--- config.mk ---
export PLATFORM = sky130hd
export DESIGN_NAME = gregorian_to_lunar_date_top
export DESIGN_NICKNAME = d
export VERILOG_FILES = /design/src/sv/glc_pkg.sv /design/src/sv/gregorian_to_lunar_date_top.sv /design/src/sv/glc_sub.sv /design/src/sv/glc_core.sv
export VERILOG_INCLUDE_DIRS = /design/src /design/src/sv
export SDC_FILE = /design/constraint.sdc
export NUM_CORES = 1
export LEC_CHECK = 0
export BUFFER_PORTS_ARGS = -buffer_cell sky130_fd_sc_hd__buf_2
export CELL_PAD_IN_SITES_DETAIL_PLACEMENT = 1
export CELL_PAD_IN_SITES_GLOBAL_PLACEMENT = 2
export CORE_MARGIN = 5
export CORE_UTILIZATION = 38
export DETAILED_ROUTE_END_ITERATION = 7
export PLACE_DENSITY_LB_ADDON = 0.25
export SLEW_MARGIN = 20
export SYNTH_ARGS = -nofsm -noshare
export SYNTH_HDL_FRONTEND = slang
export SYNTH_SLANG_ARGS = --single-unit
--- constraint.sdc ---
create_clock -name i_clk -period 8.8 [get_ports i_clk]
set_input_delay 1.32 -clock i_clk [delete_from_list [all_inputs] [get_ports i_clk]]
set_output_delay 1.32 -clock i_clk [all_outputs]
set_load 0.1 [all_outputs]
--- src/sv/assert_macros.svh ---
// Assertion macros shared by the lunar date converter RTL.
// Included by modules that carry concurrent checks.
`ifndef ASSERT_MACROS_SVH
`define ASSERT_MACROS_SVH

// clocked check with active-low reset disable
`define GLC_ASSERT(lbl, clk, rstn, prop) \
    lbl: assert property (@(posedge clk) disable iff (!(rstn)) (prop)) \
        else $error("glc assertion failed");

// same, using the module's standard clock and reset names
`define GLC_ASSERT_STD(lbl, prop) `GLC_ASSERT(lbl, i_clk, i_rst_n, prop)

`endif

--- src/sv/glc_pkg.sv ---
// Package for the Gregorian to lunar date converter.
// Year ROM, month start table, state and result types. No dependencies.
`default_nettype none

package glc_pkg;

    localparam int TABLE_YEARS = 32;
    localparam logic [11:0] FIRST_TABLE_YEAR = 12'd2019;
    localparam logic [11:0] FIRST_YEAR = 12'd2020;
    localparam logic [11:0] LAST_YEAR = 12'd2050;
    localparam logic [11:0] CYCLE_BASE = 12'd1984;
    localparam logic [4:0] SHORT_MONTH = 5'h1d;
    localparam logic [4:0] LONG_MONTH = 5'h1e;

    // leap[23:20], long bits months 1..13 [19:7], new year month [6:5], day [4:0]
    localparam logic [23:0] YEAR_ROM [TABLE_YEARS] = '{
        24'h0A9345, 24'h474AB9, 24'h06AA4C, 24'h0AD541,
        24'h24DAB6, 24'h04B64A, 24'h69573D, 24'h0A4E51,
        24'h0D2646, 24'h5E933A, 24'h0D534D, 24'h05AA43,
        24'h36B537, 24'h096D4B, 24'hB4AEBF, 24'h04AD53,
        24'h0A4D48, 24'h6D25BC, 24'h0D254F, 24'h0D5244,
        24'h5DAA38, 24'h0B5A4C, 24'h056D41, 24'h24ADB6,
        24'h049B4A, 24'h7A4BBE, 24'h0A4B51, 24'h0AA546,
        24'h5B52BA, 24'h06D24E, 24'h0ADA42, 24'h355B37
    };

    localparam logic [8:0] MONTH_START [12] = '{
        9'h000, 9'h01f, 9'h03b, 9'h05a, 9'h078, 9'h097,
        9'h0b5, 9'h0d4, 9'h0f3, 9'h111, 9'h130, 9'h14e
    };

    typedef enum logic [2:0] {
        S_IDLE,
        S_SPLIT,
        S_BINIT,
        S_WALK,
        S_BFIN,
        S_DONE
    } t_state;

    typedef struct packed {
        logic [11:0] cal_year;
        logic [3:0]  cal_month;
        logic [4:0]  cal_day;
        logic        leap_month;
        logic [5:0]  cycle_index;
        logic        in_range;
    } t_result;

    typedef struct packed {
        logic idle;
        logic done;
    } t_core_stat;

    typedef struct packed {
        logic [8:0] diff;
        logic       ge;
        logic       gt;
    } t_sub_out;

    function automatic logic [4:0] month_len(input logic [4:0] row, input logic [3:0] m);
        logic [12:0] bits;
        bits = YEAR_ROM[row][19:7];
        if (m < 4'd1 || m > 4'd13) begin
            return SHORT_MONTH;
        end
        return bits[4'd13 - m] ? LONG_MONTH : SHORT_MONTH;
    endfunction

endpackage

`default_nettype wire

--- src/sv/gregorian_to_lunar_date_top.sv ---
// Gregorian to Chinese lunar date converter, top level with stream ports.
// After the input transaction the core steps SPLIT, WALK (once per month step through
// the shared subtractor), DONE on or after new year, SPLIT, BINIT, WALK, BFIN, DONE
// before it, and straight to DONE for dates that do not convert. One date in work at
// a time; the result is registered to the output once it is free. Sync active-low reset
// clears the sequencer and output valid. Depends on glc_pkg, glc_core and assert_macros.svh.
`default_nettype none
`include "assert_macros.svh"

module gregorian_to_lunar_date_top (
    input  wire logic        i_clk,
    input  wire logic        i_rst_n,
    input  wire logic        i_s_tvalid,
    output logic             o_s_tready,
    input  wire logic [23:0] i_s_tdata,   // greg_year[11:0], greg_month[15:12], greg_day[20:16]
    output logic             o_m_tvalid,
    input  wire logic        i_m_tready,
    // cal_year[11:0], cal_month[15:12], cal_day[20:16], leap_month[21],
    // cycle_index[27:22], in_range[28]
    output logic [31:0]      o_m_tdata
);
    import glc_pkg::*;

    t_core_stat w_stat;
    t_result    w_res;
    logic       w_take;
    logic       r_m_valid, n_m_valid;
    t_result    r_m_res, n_m_res;

    assign o_s_tready = w_stat.idle;
    assign w_take = w_stat.done && (!r_m_valid || i_m_tready);

    glc_core u_core (
        .i_clk   (i_clk),
        .i_rst_n (i_rst_n),
        .i_start (i_s_tvalid && w_stat.idle),
        .i_year  (i_s_tdata[11:0]),
        .i_month (i_s_tdata[15:12]),
        .i_day   (i_s_tdata[20:16]),
        .i_take  (w_take),
        .o_stat  (w_stat),
        .o_res   (w_res)
    );

    always_comb begin
        n_m_valid = r_m_valid;
        n_m_res = r_m_res;
        if (w_take) begin
            n_m_valid = 1'b1;
            n_m_res = w_res;
        end else if (i_m_tready) begin
            n_m_valid = 1'b0;
        end
    end

    always_ff @(posedge i_clk) begin
        if (!i_rst_n) begin
            r_m_valid <= 1'b0;
        end else begin
            r_m_valid <= n_m_valid;
        end
        r_m_res <= n_m_res;
    end

    assign o_m_tvalid = r_m_valid;
    assign o_m_tdata = {3'b000, r_m_res.in_range, r_m_res.cycle_index, r_m_res.leap_month,
                        r_m_res.cal_day, r_m_res.cal_month, r_m_res.cal_year};

    `GLC_ASSERT_STD(a_out_from_core, $rose(r_m_valid) |-> $past(w_stat.done))
    `GLC_ASSERT_STD(a_ready_idle, o_s_tready |-> !w_stat.done)
    `GLC_ASSERT_STD(a_take_loads, w_take |=> r_m_valid)

endmodule

`default_nettype wire

--- src/sv/glc_sub.sv ---
// Shared subtract and compare unit of the lunar date converter.
// Depends on glc_pkg for the result struct.
`default_nettype none

module glc_sub (
    input  wire logic [8:0]       i_a,
    input  wire logic [8:0]       i_b,
    output glc_pkg::t_sub_out     o_res
);
    import glc_pkg::*;

    logic [9:0] w_full;

    assign w_full = {1'b0, i_a} - {1'b0, i_b};
    assign o_res.diff = w_full[8:0];
    assign o_res.ge = ~w_full[9];
    assign o_res.gt = ~w_full[9] && (w_full[8:0] != 9'd0);

endmodule

`default_nettype wire

--- src/sv/glc_core.sv ---
// Sequencer and datapath of the lunar date converter.
// Depends on glc_pkg, glc_sub and assert_macros.svh.
`default_nettype none
`include "assert_macros.svh"

module glc_core (
    input  wire logic          i_clk,
    input  wire logic          i_rst_n,
    input  wire logic          i_start,
    input  wire logic [11:0]   i_year,
    input  wire logic [3:0]    i_month,
    input  wire logic [4:0]    i_day,
    input  wire logic          i_take,
    output glc_pkg::t_core_stat o_stat,
    output glc_pkg::t_result   o_res
);
    import glc_pkg::*;

    t_state      r_state, n_state;
    logic        r_valid, n_valid;
    logic        r_fwd, n_fwd;
    logic [11:0] r_year, n_year;
    logic [4:0]  r_row, n_row;
    logic [8:0]  r_rem, n_rem;
    logic [7:0]  r_nyoff, n_nyoff;
    logic [3:0]  r_mon, n_mon;
    logic [3:0]  r_mp, n_mp;
    logic        r_toggle, n_toggle;
    logic        r_lflag, n_lflag;
    t_result     r_res, n_res;

    logic        w_in_ok;
    logic [4:0]  w_in_row;
    logic [7:0]  w_b2;
    logic [7:0]  w_nyoff;
    logic [8:0]  w_doff;
    logic [4:0]  w_len;
    logic [3:0]  w_leap;
    logic [3:0]  w_prev_leap;
    logic [8:0]  w_a, w_b;
    t_sub_out    w_sub;
    logic [3:0]  w_mon_b;
    logic        w_tog_b;
    logic        w_lf_b;
    logic [6:0]  w_cyc_raw;
    logic [5:0]  w_cyc;

    assign w_in_ok = (i_year >= FIRST_YEAR) && (i_year <= LAST_YEAR) && (i_month >= 4'd1)
        && (i_month <= 4'd12) && (i_day != 5'd0);
    assign w_in_row = w_in_ok ? 5'(i_year - FIRST_TABLE_YEAR) : 5'd0;
    assign w_b2 = YEAR_ROM[w_in_row][7:0];
    assign w_nyoff = (w_b2[6:5] == 2'd1) ? ({3'b0, w_b2[4:0]} - 8'd1)
                                         : ({3'b0, w_b2[4:0]} + 8'd30);
    assign w_doff = MONTH_START[i_month - 4'd1] + {4'b0, i_day} - 9'd1
        + {8'b0, (i_month > 4'd2) && (i_year[1:0] == 2'b00)};

    assign w_len = month_len(r_row, r_mp);
    assign w_leap = YEAR_ROM[r_row][23:20];
    assign w_prev_leap = YEAR_ROM[r_row - 5'd1][23:20];

    assign w_cyc_raw = 7'(r_year - CYCLE_BASE);
    assign w_cyc = (w_cyc_raw >= 7'd60) ? 6'(w_cyc_raw - 7'd60) : w_cyc_raw[5:0];

    // backward step of the month counter and leap flag
    always_comb begin
        w_mon_b = r_toggle ? r_mon : r_mon - 4'd1;
        w_tog_b = r_toggle;
        w_lf_b = r_lflag;
        if (w_mon_b == w_leap) begin
            w_tog_b = ~r_toggle;
            w_lf_b = 1'b1;
        end
        if (!w_tog_b) begin
            w_lf_b = 1'b0;
        end
    end

    always_comb begin
        case (r_state)
            S_SPLIT: begin
                w_a = r_rem;
                w_b = {1'b0, r_nyoff};
            end
            S_BINIT: begin
                w_a = {1'b0, r_nyoff};
                w_b = r_rem;
            end
            S_WALK: begin
                w_a = r_rem;
                w_b = {4'b0, w_len};
            end
            S_BFIN: begin
                w_a = {4'b0, w_len};
                w_b = r_rem;
            end
            default: begin
                w_a = r_rem;
                w_b = r_rem;
            end
        endcase
    end

    glc_sub u_sub (
        .i_a   (w_a),
        .i_b   (w_b),
        .o_res (w_sub)
    );

    always_comb begin
        n_state = r_state;
        case (r_state)
            S_IDLE: begin
                if (i_start) begin
                    n_state = w_in_ok ? S_SPLIT : S_DONE;
                end
            end
            S_SPLIT: n_state = w_sub.ge ? S_WALK : S_BINIT;
            S_BINIT: n_state = S_WALK;
            S_WALK: begin
                if (r_fwd) begin
                    n_state = w_sub.ge ? S_WALK : S_DONE;
                end else begin
                    n_state = w_sub.gt ? S_WALK : S_BFIN;
                end
            end
            S_BFIN: n_state = S_DONE;
            S_DONE: begin
                if (i_take) begin
                    n_state = S_IDLE;
                end
            end
            default: n_state = S_IDLE;
        endcase
    end

    always_comb begin
        n_valid = r_valid;
        n_fwd = r_fwd;
        n_year = r_year;
        n_row = r_row;
        n_rem = r_rem;
        n_nyoff = r_nyoff;
        n_mon = r_mon;
        n_mp = r_mp;
        n_toggle = r_toggle;
        n_lflag = r_lflag;
        n_res = r_res;
        case (r_state)
            S_IDLE: begin
                if (i_start) begin
                    n_valid = w_in_ok;
                    n_year = i_year;
                    n_row = w_in_row;
                    n_rem = w_doff;
                    n_nyoff = w_nyoff;
                    n_res = '0;
                end
            end
            S_SPLIT: begin
                n_toggle = 1'b0;
                n_lflag = 1'b0;
                if (w_sub.ge) begin
                    n_fwd = 1'b1;
                    n_rem = w_sub.diff;
                    n_mon = 4'd1;
                    n_mp = 4'd1;
                end else begin
                    n_fwd = 1'b0;
                    n_row = r_row - 5'd1;
                    n_year = r_year - 12'd1;
                    n_mon = 4'd12;
                    n_mp = (w_prev_leap == 4'd0) ? 4'd12 : 4'd13;
                end
            end
            S_BINIT: n_rem = w_sub.diff;
            S_WALK: begin
                if (r_fwd) begin
                    if (w_sub.ge) begin
                        n_rem = w_sub.diff;
                        n_mp = r_mp + 4'd1;
                        if (r_mon == w_leap) begin
                            n_toggle = ~r_toggle;
                            if (r_toggle) begin
                                n_mon = r_mon + 4'd1;
                                n_lflag = 1'b0;
                            end else begin
                                n_lflag = 1'b1;
                            end
                        end else begin
                            n_mon = r_mon + 4'd1;
                        end
                    end else begin
                        n_res.cal_year = r_year;
                        n_res.cal_month = r_mon;
                        n_res.cal_day = 5'(r_rem + 9'd1);
                        n_res.leap_month = r_lflag;
                        n_res.cycle_index = w_cyc;
                        n_res.in_range = 1'b1;
                    end
                end else if (w_sub.gt) begin
                    n_rem = w_sub.diff;
                    n_mp = r_mp - 4'd1;
                    n_mon = w_mon_b;
                    n_toggle = w_tog_b;
                    n_lflag = w_lf_b;
                end
            end
            S_BFIN: begin
                n_res.cal_year = r_year;
                n_res.cal_month = r_mon;
                n_res.cal_day = 5'(w_sub.diff + 9'd1);
                n_res.leap_month = r_lflag || ((r_mon == 4'd12) && (w_leap == 4'd12));
                n_res.cycle_index = w_cyc;
                n_res.in_range = 1'b1;
            end
            default: begin
            end
        endcase
    end

    always_ff @(posedge i_clk) begin
        if (!i_rst_n) begin
            r_state <= S_IDLE;
            r_valid <= 1'b0;
        end else begin
            r_state <= n_state;
            r_valid <= n_valid;
        end
        r_fwd <= n_fwd;
        r_year <= n_year;
        r_row <= n_row;
        r_rem <= n_rem;
        r_nyoff <= n_nyoff;
        r_mon <= n_mon;
        r_mp <= n_mp;
        r_toggle <= n_toggle;
        r_lflag <= n_lflag;
        r_res <= n_res;
    end

    assign o_stat.idle = (r_state == S_IDLE);
    assign o_stat.done = (r_state == S_DONE);
    assign o_res = r_res;

    `GLC_ASSERT_STD(a_walk_valid, (r_state == S_WALK) |-> r_valid)
    `GLC_ASSERT_STD(a_split_next,
        (r_state == S_SPLIT) |=> (r_state == S_WALK || r_state == S_BINIT))
    `GLC_ASSERT_STD(a_done_fields, (r_state == S_DONE && r_res.in_range)
        |-> (r_res.cal_day != 5'd0 && r_res.cal_month != 4'd0))

endmodule

`default_nettype wire

Word level (Yosys, flattened, before mapping):

Memory sizes are Yosys's and may differ from the RTL's.
Index checks and enable logic that the tools add are counted.

* add/subtract/negate cells: 19
* magnitude comparators: 13
* eq/ne operators: 20
* multiplexer cells: 73
* bitwise operators: 6
* reductions and logical operators: 32

Operator list (count)
* 24-bit 2-to-1 mux: 4
* 29-bit 2-to-1 mux: 3
* 29-bit one-hot mux with 3 select lines: 1
* 9-bit 2-to-1 mux: 6
* 4-bit 2-to-1 mux: 11
* 9-bit one-hot mux with 2 select lines: 2
* 9-bit one-hot mux with 4 select lines: 1
* 5-bit 2-to-1 mux: 5
* 12-bit 2-to-1 mux: 2
* 12-bit one-hot mux with 2 select lines: 1
* 1-bit 2-to-1 mux: 19
* 6-bit >= comparator (second input constant): 3
* 3-bit 2-to-1 mux: 6
* 5-bit inverter with 6-bit output: 3
* 3-bit one-hot mux with 6 select lines: 1
* 4-bit one-hot mux with 2 select lines: 2
* 7-bit 2-to-1 mux: 2
* 12-bit by 11-bit >= comparator with 1-bit output (second input constant): 1
* 12-bit <= comparator (second input constant): 1
* 4-bit AND reduction: 3
* 12-bit by 1-bit subtractor with 12-bit output (second input constant): 1
* 4-bit by 1-bit subtractor with 4-bit output (second input constant): 3
* 5-bit by 1-bit adder with 5-bit output (second input constant): 2
* 5-bit one-hot mux with 2 select lines: 1
* other kinds (53): 79

* flip-flop bits (word level): 107
* memory bits (read-only): 2448
* input port bits: 28
* output and inout bits: 34
* logic and storage cells: 190
* memories: 4

Memory list
* (name not given): depth 32, bits a word 24, rd ports 1, clocked after Yosys merged registers in 0, write ports 0, RTL line glc_core.sv:51 `assign w_b2 = YEAR_ROM[w_in_row][7:0];`
* (name not given): depth 32, bits a word 24, rd ports 1, clocked after Yosys merged registers in 0, write ports 0, RTL line glc_pkg.sv:63 `bits = YEAR_ROM[row][19:7];`
* (name not given): depth 32, bits a word 24, rd ports 1, clocked after Yosys merged registers in 0, write ports 0, RTL line glc_core.sv:59 `assign w_prev_leap = YEAR_ROM[r_row - 5'd1][23:20];`
* (name not given): depth 16, bits a word 9, rd ports 1, clocked after Yosys merged registers in 0, write ports 0, RTL line glc_core.sv:54 `assign w_doff = MONTH_START[i_month - 4'd1] + {4'b0, i_day} - 9'd1`

Depth between registers and ports, before layout:

Gate-level depths: netlist of the first run.

* depth in word-level cells: 15
* depth in mapped cells: 23
* gate-level depth less buffers: 21

Hierarchy:

From an unflattened synthesis of the first run, not the netlist that was laid out.

* cells, all modules: 855
* area, all modules: 8055.2 µm²

By module, submodules not included
* glc_core: instances 1, cells an instance 760, area an instance 6687.7 µm², sequential area each 2192.1 µm²
* gregorian_to_lunar_date_top: instances 1, cells an instance 38, area an instance 950.9 µm², sequential area each 890.9 µm²
* glc_sub: instances 1, cells an instance 57, area an instance 416.6 µm², sequential area each 0.0 µm²

Least setup slack after synthesis of the first run:

Ideal clock, no wire load.

* kind: flip-flop to flip-flop
* start: register u_core.r_row[0]
* end: register u_core.r_res, in the netlist u_core.o_res[0] (enable)
* setup time: 0.452 ns
* arrival: 6.025 ns
* required time: 8.348 ns
* setup slack: 2.323 ns
* stages on the path, launching flop included: 20
* path buffers: 3
* cells stage by stage: edfxtp_1 -> clkbuf_1 -> inv_1 -> ha_1 -> clkbuf_1 -> nor2_1 -> nor3_1 -> a311oi_1 -> a311o_1 -> a2111o_1 -> nand4_1 -> a21o_1 -> o221ai_1 -> ha_1 -> nand2b_1 -> a21oi_1 -> o22ai_1 -> o21ai_1 -> clkbuf_1 -> o31ai_1

* longest elaborated chain between the ends: 12

RTL lines
* from (decl): RTL line glc_core.sv:23 `logic [4:0] r_row, n_row;`
* from (signal assigned): RTL line glc_core.sv:231 `r_row <= n_row;`
* 5-bit inverter with 6-bit output (not written as such) *: RTL line glc_pkg.sv:63
* memory 32 x 24 bit *
* 24-bit 2-to-1 mux (not written as such) * (2 in a row): RTL line glc_pkg.sv:63
* 1-bit binary-select mux with 4-bit select *: RTL line glc_pkg.sv:67 `return bits[4'd13 - m] ? LONG_MONTH : SHORT_MONTH;`
* 1-bit 2-to-1 mux (not written as such) *: RTL line glc_pkg.sv:67
* 2-bit 2-to-1 mux *: RTL line glc_pkg.sv:67
* 5-bit 2-to-1 mux *: RTL line glc_pkg.sv:67
* 9-bit one-hot mux with 2 select lines: RTL line glc_core.sv:79 `case (r_state)`
* 9-bit by 9-bit subtractor with 10-bit output *: RTL line glc_sub.sv:14 `assign w_full = {1'b0, i_a} - {1'b0, i_b};`
* 2-bit inequality test (no line) *
* 4-bit AND reduction (no line) *
* to (signal assigned): RTL line glc_core.sv:238 `r_res <= n_res;`
* to (decl): RTL line glc_core.sv:30 `t_result r_res, n_res;`

Every way passes the cells marked *; elsewhere a longest branch is shown, timed or not. The select of a mux whose other input is x is not followed.
A chain may end at the register's enable or synchronous reset.

Worst setup path after layout of the first run:

* start: register u_core.r_row[0]
* end: register u_core.r_mon[2] (enable)

* longest elaborated chain between the ends: 14

RTL lines
* 5-bit inverter with 6-bit output (not written as such) *: RTL line glc_pkg.sv:63, glc_core.sv:58
* memory 32 x 24 bit *
* 24-bit 2-to-1 mux (not written as such) * (2 in a row): RTL line glc_pkg.sv:63
* 1-bit binary-select mux with 4-bit select: RTL line glc_pkg.sv:67
* 1-bit 2-to-1 mux (not written as such): RTL line glc_pkg.sv:67
* 2-bit 2-to-1 mux: RTL line glc_pkg.sv:67
* 5-bit 2-to-1 mux: RTL line glc_pkg.sv:67
* 9-bit one-hot mux with 2 select lines: RTL line glc_core.sv:79
* 9-bit by 9-bit subtractor with 10-bit output: RTL line glc_sub.sv:14
* 9-bit nonzero test / 1-bit inverter (equally long branches): RTL line glc_sub.sv:17 `assign o_res.gt = ~w_full[9] && (w_full[8:0] != 9'd0);`
* 1-bit logical AND: RTL line glc_sub.sv:17
* 3-bit by 1-bit inequality test with 1-bit output (no line)
* 4-bit AND reduction (no line) *
* to (signal assigned): RTL line glc_core.sv:234 `r_mon <= n_mon;`
* to (decl): RTL line glc_core.sv:26 `logic [3:0] r_mon, n_mon;`

Marks and branches as above.

==> results.md, run 1 <==
- Status: complete, no violations
- Fillers: 2366
- Place WS: 2.54 ns
- Critical Path RT: 8.85 ns
- Quantity of I/O buffers inserted on ports: 55
- Multiplexer share of the synthesized area: 0.0267
- Vias in the first global route: 6652
- PnR worst setup slack: 2.47 ns
- XOR/XNOR Fraction of Synth Area: 0.0638
- GRT Total Usage: 0.180
- Skew-Pair Late Insertion Delay: 0.37 ns
- Syn Area/Cell: 9.01 um2
- Clock slew at reported path FFs: 0.08 ns
- Setup tns final: 0 ns
- Max-slew violation count: 0
- Layout area overhead: 10.1%
- Fmax: 0.158 GHz
- CTS Buf Count: 9
- Post-synth EDFFs: 98
- Die ar.: 23600 um2
- Ys flop type: edfxtp_1
- Die Y-Extent: 154 um
- Die width: 154 um
- Post-synthesis simple-gate area fraction: 0.171
- Row cnt: 52
- CORE AREA: 20200 um2
- Synth area leaders: edfxtp_1 (38%), ha_1 (9.1%), xnor2_1 (4.7%), a21oi_1 (4.7%), nor2_1 (4.0%)
- Initial DRC Count: 335
- Via/cell ratio: 5.55
- Post-synthesis sequential area ratio: 0.386
- Worst min-delay path class: flop to flop
- Cell count after synthesis: 869
- Initial antenna violation count: 0
- Hold path startpoint: u_core.o_res[28]
- H-tree depth: 3
- Adder-cell area share of the yosys netlist: 0.0962
- Final Hold Viols: 0
- Post-Route WL: 21200 um
- Most frequent cell after synthesis: edfxtp_1
- Synth top area share: 0.376
- Crit path from: u_core.r_row[0]
- Final Critical Period: 6.33 ns
- Nets: 980
- Synth Cell Area: 7830 um2
- Post-synth top cells: edfxtp_1 (98), nor2_1 (83), a21oi_1 (73)
- Remaining antenna violation count: 0
- Placer's final routability congestion estimate: 0.821
- Multi-input gate area: 4400 um2
- Final worst-path cycle share: 0.720
- Number of max-cap violations: 0
- Final HPWL from detailed placement: 16500 um
- Resized cells post-CTS: 0
- Worst flop-to-flop path startpoint: u_core.r_row[0]
- CP max FO: 16
- YS warnings: 0
- Worst Reg-to-Reg Cells: 21
- Tightest Pin Transition: 0.888 ns
- Critical path class: flop to flop
- DRT Pass-1 Iters: 4
- CP endpoint kind: flop
- FF/Latch Area: 3020 um2
- Num Clock Sinks: 102
- Complex-gate fraction of the synthesized area: 0.200
- N_diodes: 0
- GRT overflow: 0
- Worst rel slew slack: 0.407
- Total number of vias: 6481
- Drt drc: 0
- Initial core utilization: 0.387
- WHS: 0.425 ns
- Hold Crit Depth: 0
- CTS root buffer: clkbuf_16
- Synth Register Bits: 102
- Pin count of the biggest net entering global routing: 46
- Startpoint Class: flop
- Global-route wire length before repair: 34900 um
- Synth area leader: edfxtp_1
- Unrepaired setup endpoints after global routing: no
- Layout cells sized above 1: 0.108
- Arrival @ worst endpoint: 6.39 ns
- Non-filler instance count after layout: 1168
- Setup Fix Bufs, Post-CTS: 0
- # setup viols final: 0
- CTS tree: yes
- Total I/O pin count: 62
- Clock buffer depth: 2
- Clk_skew: 0.0176 ns
- Post-synthesis cell type count: 73
- WL/cell: 18.1 um
- Hold buffer count at CTS: 0
- Largest family of logic cells by synthesized area: compound AO/OA/AOI/OAI gates
- Placed cells: 1152
- Ys async rst share: 0
[area by class of cell]
class	instances	area share
repair buffers	64	0.0398
flip-flops and latches	102	0.351
well taps	270	0.0392
clock inverters	7	0.00973
multi-input cells	661	0.510
clock buffers	9	0.0261
inverters	55	0.0240
[metrics by stage]
| step | util | instance area, um2 |
|---|---|---|
| 2_1_floorplan | - | 7840 |
| 3_3_place_gp | 0.410 | 8300 |
| 3_5_place_dp | 0.410 | 8300 |
| 4_1_cts | 0.426 | 8610 |
| 5_1_grt | 0.426 | 8620 |
| 6_report | 0.426 | 8620 |
[state kept, by name, summed over array words and instances, names as in the netlist]
register         count
o_m_tdata           27
o_m_tvalid           1
u_core.o_res        27
u_core.r_fwd         1
u_core.r_lflag       1
u_core.r_mon         4
u_core.r_mp          4
u_core.r_nyoff       7
u_core.r_rem         9
u_core.r_row         5
u_core.r_state       3
u_core.r_toggle      1
u_core.r_year       12
[final timing paths]
path                endpoint  slack [ns]
max reg2reg  u_core.r_mon[2]        2.47
max          u_core.r_mon[2]        2.47
min reg2reg    o_m_tdata[11]        0.43
min            o_m_tdata[11]        0.43
[metal layers]
layer,share of wire,up-vias,GRT usage,routed length (um)
li1,-,3201,-,-
met5,0,-,0,0
met1,0.47,3132,0.242,9980
met3,0.032,29,0.0261,672
met4,0.020,0,0.0572,420
met2,0.48,119,0.299,10100
[critical path: stages, from the launching register on]
cell	delay [ns]
edfxtp_1	0.67
inv_1	0.22
ha_1	0.59
nor2_1	0.12
nor3_1	0.21
a311oi_1	0.08
a311o_1	0.37
a2111o_1	0.42
nand4_1	0.08
a21o_1	0.24
a2bb2oi_1	0.22
ha_1	0.19
inv_1	0.05
fa_1	0.43
a211oi_1	0.25
nor2_1	0.12
o22ai_2	0.15
xnor2_1	0.12
or4_1	0.51
or4_4	0.49
o221ai_1	0.28
a31oi_1	0.19
[cells by family after synthesis]
kind of cell	count (synthesis)
DFF	102
other	1
adders and majority gates	59
AOI/OAI and AO/OA	246
muxes	17
and+or+nand+nor	279
xor gates and xnor gates	57
buffers and inverters	108
[cells in the final DEF, fill, tap and decap left out, types with 4 or more instances in the layout]
| master | instances |
|---|---|
| or4_1 | 4 |
| buf_4 | 9 |
| nand3_1 | 18 |
| buf_2 | 55 |
| nor2b_1 | 17 |
| nand4_1 | 8 |
| a22oi_1 | 13 |
| clkbuf_16 | 9 |
| xor2_1 | 15 |
| nor3_1 | 27 |
| a31oi_1 | 10 |
| o221ai_1 | 4 |
| a21o_1 | 7 |
| o21bai_1 | 4 |
| o21ai_0 | 60 |
| ha_1 | 57 |
| dfxtp_1 | 4 |
| xnor2_1 | 42 |
| a221oi_1 | 6 |
| a311oi_1 | 4 |
| and2_1 | 13 |
| nor4_1 | 6 |
| o22ai_1 | 5 |
| nand2b_1 | 12 |
| edfxtp_1 | 98 |
| or3_1 | 4 |
| a211oi_1 | 7 |
| inv_1 | 54 |
| o21a_1 | 10 |
| nor2_1 | 82 |
| o211ai_1 | 9 |
| mux2i_1 | 13 |
| o31ai_1 | 5 |
| nand2_1 | 69 |
| a21oi_1 | 73 |
Power of run 1 is not shown: default switching activity piles up to over one toggle a cycle in this logic, so the estimate is an artifact.
==> run 2, diff against run 1 <==
--- a/config.mk
+++ b/config.mk
@@ -6,11 +6,12 @@
 export SDC_FILE = /design/constraint.sdc
 export NUM_CORES = 1
 export LEC_CHECK = 0
+export ABC_AREA = 1
 export BUFFER_PORTS_ARGS = -buffer_cell sky130_fd_sc_hd__buf_2
 export CELL_PAD_IN_SITES_DETAIL_PLACEMENT = 1
 export CELL_PAD_IN_SITES_GLOBAL_PLACEMENT = 2
 export CORE_MARGIN = 5
-export CORE_UTILIZATION = 38
+export CORE_UTILIZATION = 36
 export DETAILED_ROUTE_END_ITERATION = 7
 export PLACE_DENSITY_LB_ADDON = 0.25
 export SLEW_MARGIN = 20
==> constraint.sdc (replaced) <==
create_clock -name i_clk -period 6.04 [get_ports i_clk]
set_input_delay 0.906 -clock i_clk [delete_from_list [all_inputs] [get_ports i_clk]]
set_output_delay 0.906 -clock i_clk [all_outputs]
set_load 0.1 [all_outputs]
==> results.md, run 2 <==
- Hold buffer count at CTS: 0 (unchanged)
- Post-synth EDFFs: 98 (unchanged)
- Clock slew at reported path FFs: 0.08 ns (about the same)
- Hold path startpoint: u_core.o_res[10]
- Clock buffer depth: 2 (unchanged)
- Die ar.: 24600 um2 (+4.4%)
- Post-synthesis sequential area ratio: 0.389 (+0.00311)
- N_diodes: 0 (unchanged)
- H-tree depth: 3 (unchanged)
- Synth top area share: 0.379 (+0.00303)
- DRT Pass-1 Iters: 5 (+1)
- Critical Path RT: 6.17 ns (-2.68 ns)
- Row cnt: 53 (+1.9%)
- Synth Register Bits: 102 (unchanged)
- Unrepaired setup endpoints after global routing: no
- Vias in the first global route: 6706 (+0.81%)
- Tightest Pin Transition: 0.760 ns (-0.128 ns)
- Remaining antenna violation count: 0 (unchanged)
- Initial DRC Count: 353 (+5.4%)
- Hold EP: o_m_tdata[18]
- Via/cell ratio: 5.06 (-8.9%)
- Reg-to-Reg End: u_core.r_lflag
- Initial core utilization: 0.367 (-0.0198)
- Post-synthesis cell type count: 54 (-26%)
- Worst flop-to-flop path startpoint: u_core.r_row[2]
- YS warnings: 0 (unchanged)
- Final worst-path cycle share: 0.821 (+0.101)
- Initial antenna violation count: 0 (unchanged)
- Fmax: 0.202 GHz (+28%)
- # setup viols final: 0 (unchanged)
- Ys flop type: edfxtp_1
- Num Clock Sinks: 102 (unchanged)
- Cell count after synthesis: 995 (+14%)
- Arrival @ worst endpoint: 5.08 ns (-1.31 ns)
- Startpoint Class: flop
- Hold Crit Depth: 0 (unchanged)
- Placer's final routability congestion estimate: 0.845 (+2.9%)
- Most frequent cell after synthesis: nand2_1
- GRT Total Usage: 0.176 (-0.00348)
- Synth area leader: edfxtp_1
- Layout cells sized above 1: 0.116 (+0.00817)
- Synth area leaders: edfxtp_1 (38%), nand2_1 (10%), ha_1 (9.2%), inv_1 (6.6%), o21ai_0 (5.1%)
- Die width: 157 um (+2.2%)
- Ys async rst share: 0 (unchanged)
- Setup Fix Bufs, Post-CTS: 0 (unchanged)
- Commonest non-fill, non-tap cell in the layout: nand2_1
- CP max FO: 25 (+9)
- Final Critical Period: 4.96 ns (-1.38 ns)
- R2R setup slack: 1.08 ns (-1.38 ns)
- Post-synth top cells: nand2_1 (217), inv_1 (137), nor2_1 (102)
- Nets: 1132 (+16%)
- Resized cells post-CTS: 0 (unchanged)
- Number of max-cap violations: 0 (unchanged)
- Total I/O pin count: 62 (unchanged)
- Syn Area/Cell: 7.80 um2 (-13%)
- Max-slew violation count: 0 (unchanged)
- Global-route wire length before repair: 34800 um (about the same)
- Critical path class: flop to flop
- WL/cell: 16.1 um (-11%)
- CTS tree: yes
- CP endpoint kind: flop
- Fillers: 2610 (+10%)
- CTS root buffer: clkbuf_16
- Final HPWL from detailed placement: 17200 um (+3.7%)
- CORE AREA: 21200 um2 (+4.5%)
- Final Hold Viols: 0 (unchanged)
- Synth Cell Area: 7760 um2 (-0.80%)
- Worst Reg-to-Reg Cells: 26 (+24%)
- Worst rel slew slack: 0.494 (+0.0862)
- Commonest cells after routing, fill and taps aside: nand2_1 (217), inv_1 (137), nor2_1 (101)
- GRT overflow: 0 (unchanged)
- Total number of vias: 6699 (+3.4%)
- Pin count of the biggest net entering global routing: 28 (-39%)
- Clk_skew: 0.00780 ns (-0.00983 ns)
- Status: complete, no violations
- Skew-Pair Late Insertion Delay: 0.36 ns (about the same)
- Quantity of I/O buffers inserted on ports: 55 (unchanged)
- Layout area overhead: 11.2%
- CTS Buf Count: 9 (unchanged)
- Worst min-delay path class: flop to flop
- Drt drc: 0 (unchanged)
- Die Y-Extent: 157 um (+2.2%)
- Post-Route WL: 21300 um (+0.57%)
- Setup tns final: 0 ns (unchanged)
[run 2: worst max path at each step]
stage | end | cells past startpoint | from | slack, ns
after CTS | u_core.r_lflag | 26 | u_core.r_row[2] | 1.10
after floorplan | u_core.o_res[0] | 25 | u_core.r_row[0] | 0.36
after global placement | u_core.r_lflag | 27 | u_core.r_row[1] | 1.18
after detailed placement | u_core.r_lflag | 26 | u_core.r_row[2] | 1.13
after global routing | u_core.r_lflag | 26 | u_core.r_row[2] | 0.70
final | u_core.r_lflag | 26 | u_core.r_row[2] | 1.08
[run 2: worst max-delay path: stages (launching register included)]
cell and delay, ns:
edfxtp_1 0.85, inv_2 0.26, nand2_1 0.18, inv_1 0.07, nor2_1 0.22, o21ai_0 0.14, nand3_1 0.10, o211ai_1 0.09
o211ai_1 0.13, nand3_1 0.10, nand2_1 0.17, o21ai_0 0.12, inv_1 0.09, ha_1 0.13, inv_1 0.07, fa_1 0.43
nand3_1 0.10, nand2_1 0.09, xnor2_1 0.37, nand3_1 0.12, nor2_1 0.10, nand2_1 0.07, nand2_1 0.08, nand4_1 0.14
nand2_1 0.17, inv_1 0.14, and3_1 0.18
[run 2: final cells by class]
cell class / count / area, um2 / share of cell area
flip-flops and latches: 102 / 3020 / 0.350
repair buffers: 65 / 350 / 0.0406
inverters: 144 / 541 / 0.0626
multi-input cells: 723 / 4080 / 0.472
clock buffers: 9 / 225 / 0.0261
well taps: 275 / 344 / 0.0398
clock inverters: 7 / 73.8 / 0.00855
[run 2: logic make-up (layout without fill, tap and decap cells)]
| logic type | after synthesis | after routing | share of synthesized area |
|---|---|---|---|
| and+or+nand+nor | 438 | 438 | 0.246 |
| buffers and inverters | 172 | 225 | 0.0893 |
| other | 1 | 3 | 0.000483 |
| AOI/OAI and AO/OA | 190 | 190 | 0.141 |
| DFF | 102 | 102 | 0.389 |
| adders and majority gates | 59 | 59 | 0.0970 |
| xor gates and xnor gates | 33 | 33 | 0.0372 |
[run 2: metal layers]
metal	GRT usage	part of all wire	vias to the layer above
met5	0	0	-
met1	0.254	0.51	3162
met2	0.285	0.45	100
li1	-	-	3420
met3	0.0199	0.030	17
met4	0.0397	0.013	0
[run 2: through the flow]
| stage | hold slack (ns) | cell area [um2] | setup slack [ns] | std cells | util |
|---|---|---|---|---|---|
| 6_report | 0.420 | 8630 | 1.08 | 1325 | 0.408 |
| 5_1_grt | 0.426 | 8630 | 0.696 | 1325 | 0.408 |
| 4_1_cts | 0.423 | 8630 | 1.10 | 1325 | 0.408 |
| 3_5_place_dp | 0.405 | 8340 | 1.13 | 1309 | 0.394 |
| 3_3_place_gp | 0.401 | 8340 | 1.18 | 1309 | 0.394 |
| 2_1_floorplan | 0.400 | 7770 | 0.359 | 997 | - |
Power of run 2 is left out for the same reason.
==> run 3, diff against run 2 <==
--- a/config.mk
+++ b/config.mk
@@ -11,7 +11,7 @@
 export CELL_PAD_IN_SITES_DETAIL_PLACEMENT = 1
 export CELL_PAD_IN_SITES_GLOBAL_PLACEMENT = 2
 export CORE_MARGIN = 5
-export CORE_UTILIZATION = 36
+export CORE_UTILIZATION = 33
 export DETAILED_ROUTE_END_ITERATION = 7
 export PLACE_DENSITY_LB_ADDON = 0.25
 export SLEW_MARGIN = 20
==> constraint.sdc (replaced) <==
create_clock -name i_clk -period 4.1 [get_ports i_clk]
set_input_delay 0.615 -clock i_clk [delete_from_list [all_inputs] [get_ports i_clk]]
set_output_delay 0.615 -clock i_clk [all_outputs]
set_load 0.1 [all_outputs]
==> results.md, run 3 (synthesis gave the netlist of run 2 again) <==
- Remaining antenna violation count: 0 (unchanged)
- Multi-input gate area: 4310 um2 (+5.7%)
- CP Buf/Inv Count: 5 (unchanged)
- Final Critical Period: 4.10 ns (-0.858 ns)
- Drt drc: 0 (unchanged)
- Clock slew at reported path FFs: 0.08 ns (about the same)
- Via/cell ratio: 4.83 (-4.4%)
- Layout cells sized above 1: 0.224 (+0.108)
- Initial antenna violation count: 0 (unchanged)
- Status: finished, violations left
- # setup viols final: 1 (+1)
- Total number of vias: 6984 (+4.3%)
- Commonest non-fill, non-tap cell in the layout: nand2_1
- Quantity of I/O buffers inserted on ports: 55 (unchanged)
- Nets: 1208 (+6.7%)
- Skew-Pair Late Insertion Delay: 0.36 ns (about the same)
- CTS Buf Count: 9 (unchanged)
- Final worst-path cycle share: 1.00 (+0.179)
- Clk_skew: 0.0103 ns (+0.00247 ns)
- Startpoint Class: flop
- Arrival @ worst endpoint: 4.16 ns (-0.92 ns)
- Final Hold Viols: 0 (unchanged)
- Slowest cell on crit path: edfxtp_1
- Hold path startpoint: u_core.o_res[23]
- H-tree depth: 3 (unchanged)
- Die width: 163 um (+4.2%)
- GRT overflow: 0 (unchanged)
- Final HPWL from detailed placement: 18300 um (+6.6%)
- Most used cell, CP: nand2_2
- CP max FO: 5 (-80%)
- Placer's final routability congestion estimate: 0.841 (-0.49%)
- WHS: 0.417 ns (-0.00302 ns)
- Die Y-Extent: 163 um (+4.2%)
- Failing checks: negative setup slack
- Fmax: 0.244 GHz (+21%)
- CP endpoint kind: flop
- Clock buffer depth: 2 (unchanged)
- CTS root buffer: clkbuf_16
- Initial DRC Count: 295 (-16%)
- CORE AREA: 23300 um2 (+10%)
- Layout area overhead: 24.3%
- Critical path class: flop to flop
- Hold buffer count at CTS: 0 (unchanged)
- DRT Pass-1 Iters: 4 (-1)
- Die ar.: 26700 um2 (+8.5%)
- FF/Latch Area: 3020 um2 (unchanged)
- Tightest Pin Transition: 0.610 ns (-0.150 ns)
- Worst rel slew slack: 0.593 (+0.0993)
- N_diodes: 0 (unchanged)
- Number of max-cap violations: 0 (unchanged)
- Hold Crit Depth: 0 (unchanged)
- Worst flop-to-flop path startpoint: u_core.r_row[0]
- PnR worst setup slack: -0.000306 ns (-1.08 ns)
- Hold EP: o_m_tdata[6]
- Post-Route WL: 22600 um (+6.3%)
- Total I/O pin count: 62 (unchanged)
- Fillers: 2863 (+9.7%)
- Unrepaired setup endpoints after global routing: yes
- Global-route wire length before repair: 36700 um (+5.4%)
- Row cnt: 56 (+5.7%)
- Num Clock Sinks: 102 (unchanged)
- Worst min-delay path class: flop to flop
- Reg-to-Reg End: u_core.r_mon[0]
- Vias in the first global route: 7048 (+5.1%)
- Final Cell Area: 9650 um2 (+12%)
- Initial core utilization: 0.333 (-0.0343)
- Max-slew violation count: 0 (unchanged)
- Pin count of the biggest net entering global routing: 28 (unchanged)
- Post-DP Area: 8990 um2 (+7.8%)
- CTS tree: yes
- Critical Path RT: 4.16 ns (-2.01 ns)
- WL/cell: 15.7 um (-2.5%)
- Largest delay share family, worst path: simple AND/OR/NAND/NOR gates
- R2R setup slack: -0.0003 ns (-1.08 ns)
- Worst path max stage delay: 0.43 ns (-0.42 ns)
- Worst Reg-to-Reg Cells: 25 (-3.8%)
- GRT Total Usage: 0.171 (-0.00479)
- Commonest cells after routing, fill and taps aside: nand2_1 (204), inv_1 (129), edfxtp_1 (98)
-- run 3: cell types whose count changed in the layout (fill, tap and decap cells not counted), sizes merged --
cell      delta
clkinvlp     +2
inv          -2
clkbuf       +2
buf         +74
-- run 3: per-layer routing --
layer  GRT usage  vias up  wire length [um]
li1            -     3571                 -
met1       0.243     3328             11200
met2       0.284       74             10700
met3      0.0204       11               542
met4      0.0316        0               178
met5           0        -                 0
-- run 3: worst max-delay path by stage --
stage,start,cells after the start,end,slack (ns)
final,u_core.r_row[0],25,u_core.r_mon[0],-0.0003
after detailed placement,u_core.r_row[0],27,u_core.r_mp[0],-0.31
after CTS,u_core.r_row[0],28,u_core.r_lflag,-0.01
after global routing,u_core.r_row[0],28,u_core.r_lflag,-0.37
after floorplan,u_core.r_row[0],22,u_core.o_res[0],0.00005
after global placement,u_core.r_row[0],27,u_core.r_mp[0],-0.25
-- run 3: area by class of cell --
| class | count | share of cell area |
|---|---|---|
| clock buffers | 9 | 0.0233 |
| clock inverters | 7 | 0.00907 |
| inverters | 144 | 0.0572 |
| multi-input cells | 723 | 0.447 |
| flip-flops and latches | 102 | 0.313 |
| well taps | 319 | 0.0413 |
| repair buffers | 141 | 0.109 |
-- run 3: timing repair --
item,in CTS,in global routing
setup endpoints to repair,48,61
buffers inserted,4,8
gates resized for setup,38,39
pin swaps,11,17
cloned,0,2
-- run 3: metrics by stage --
| stage | setup TNS, ns | utilization | worst slack (ns) | instances |
|---|---|---|---|---|
| 2_1_floorplan | 0 | - | 0.0000528 | 997 |
| 5_1_grt | -14.51 | 0.414 | -0.374 | 1445 |
| 3_3_place_gp | -3.77 | 0.385 | -0.251 | 1418 |
| 4_1_cts | -0.0128 | 0.404 | -0.0128 | 1437 |
| 6_report | -0.000306 | 0.414 | -0.000306 | 1445 |
| 3_5_place_dp | -5.34 | 0.385 | -0.311 | 1418 |
Power of run 3 is left out for the same reason.
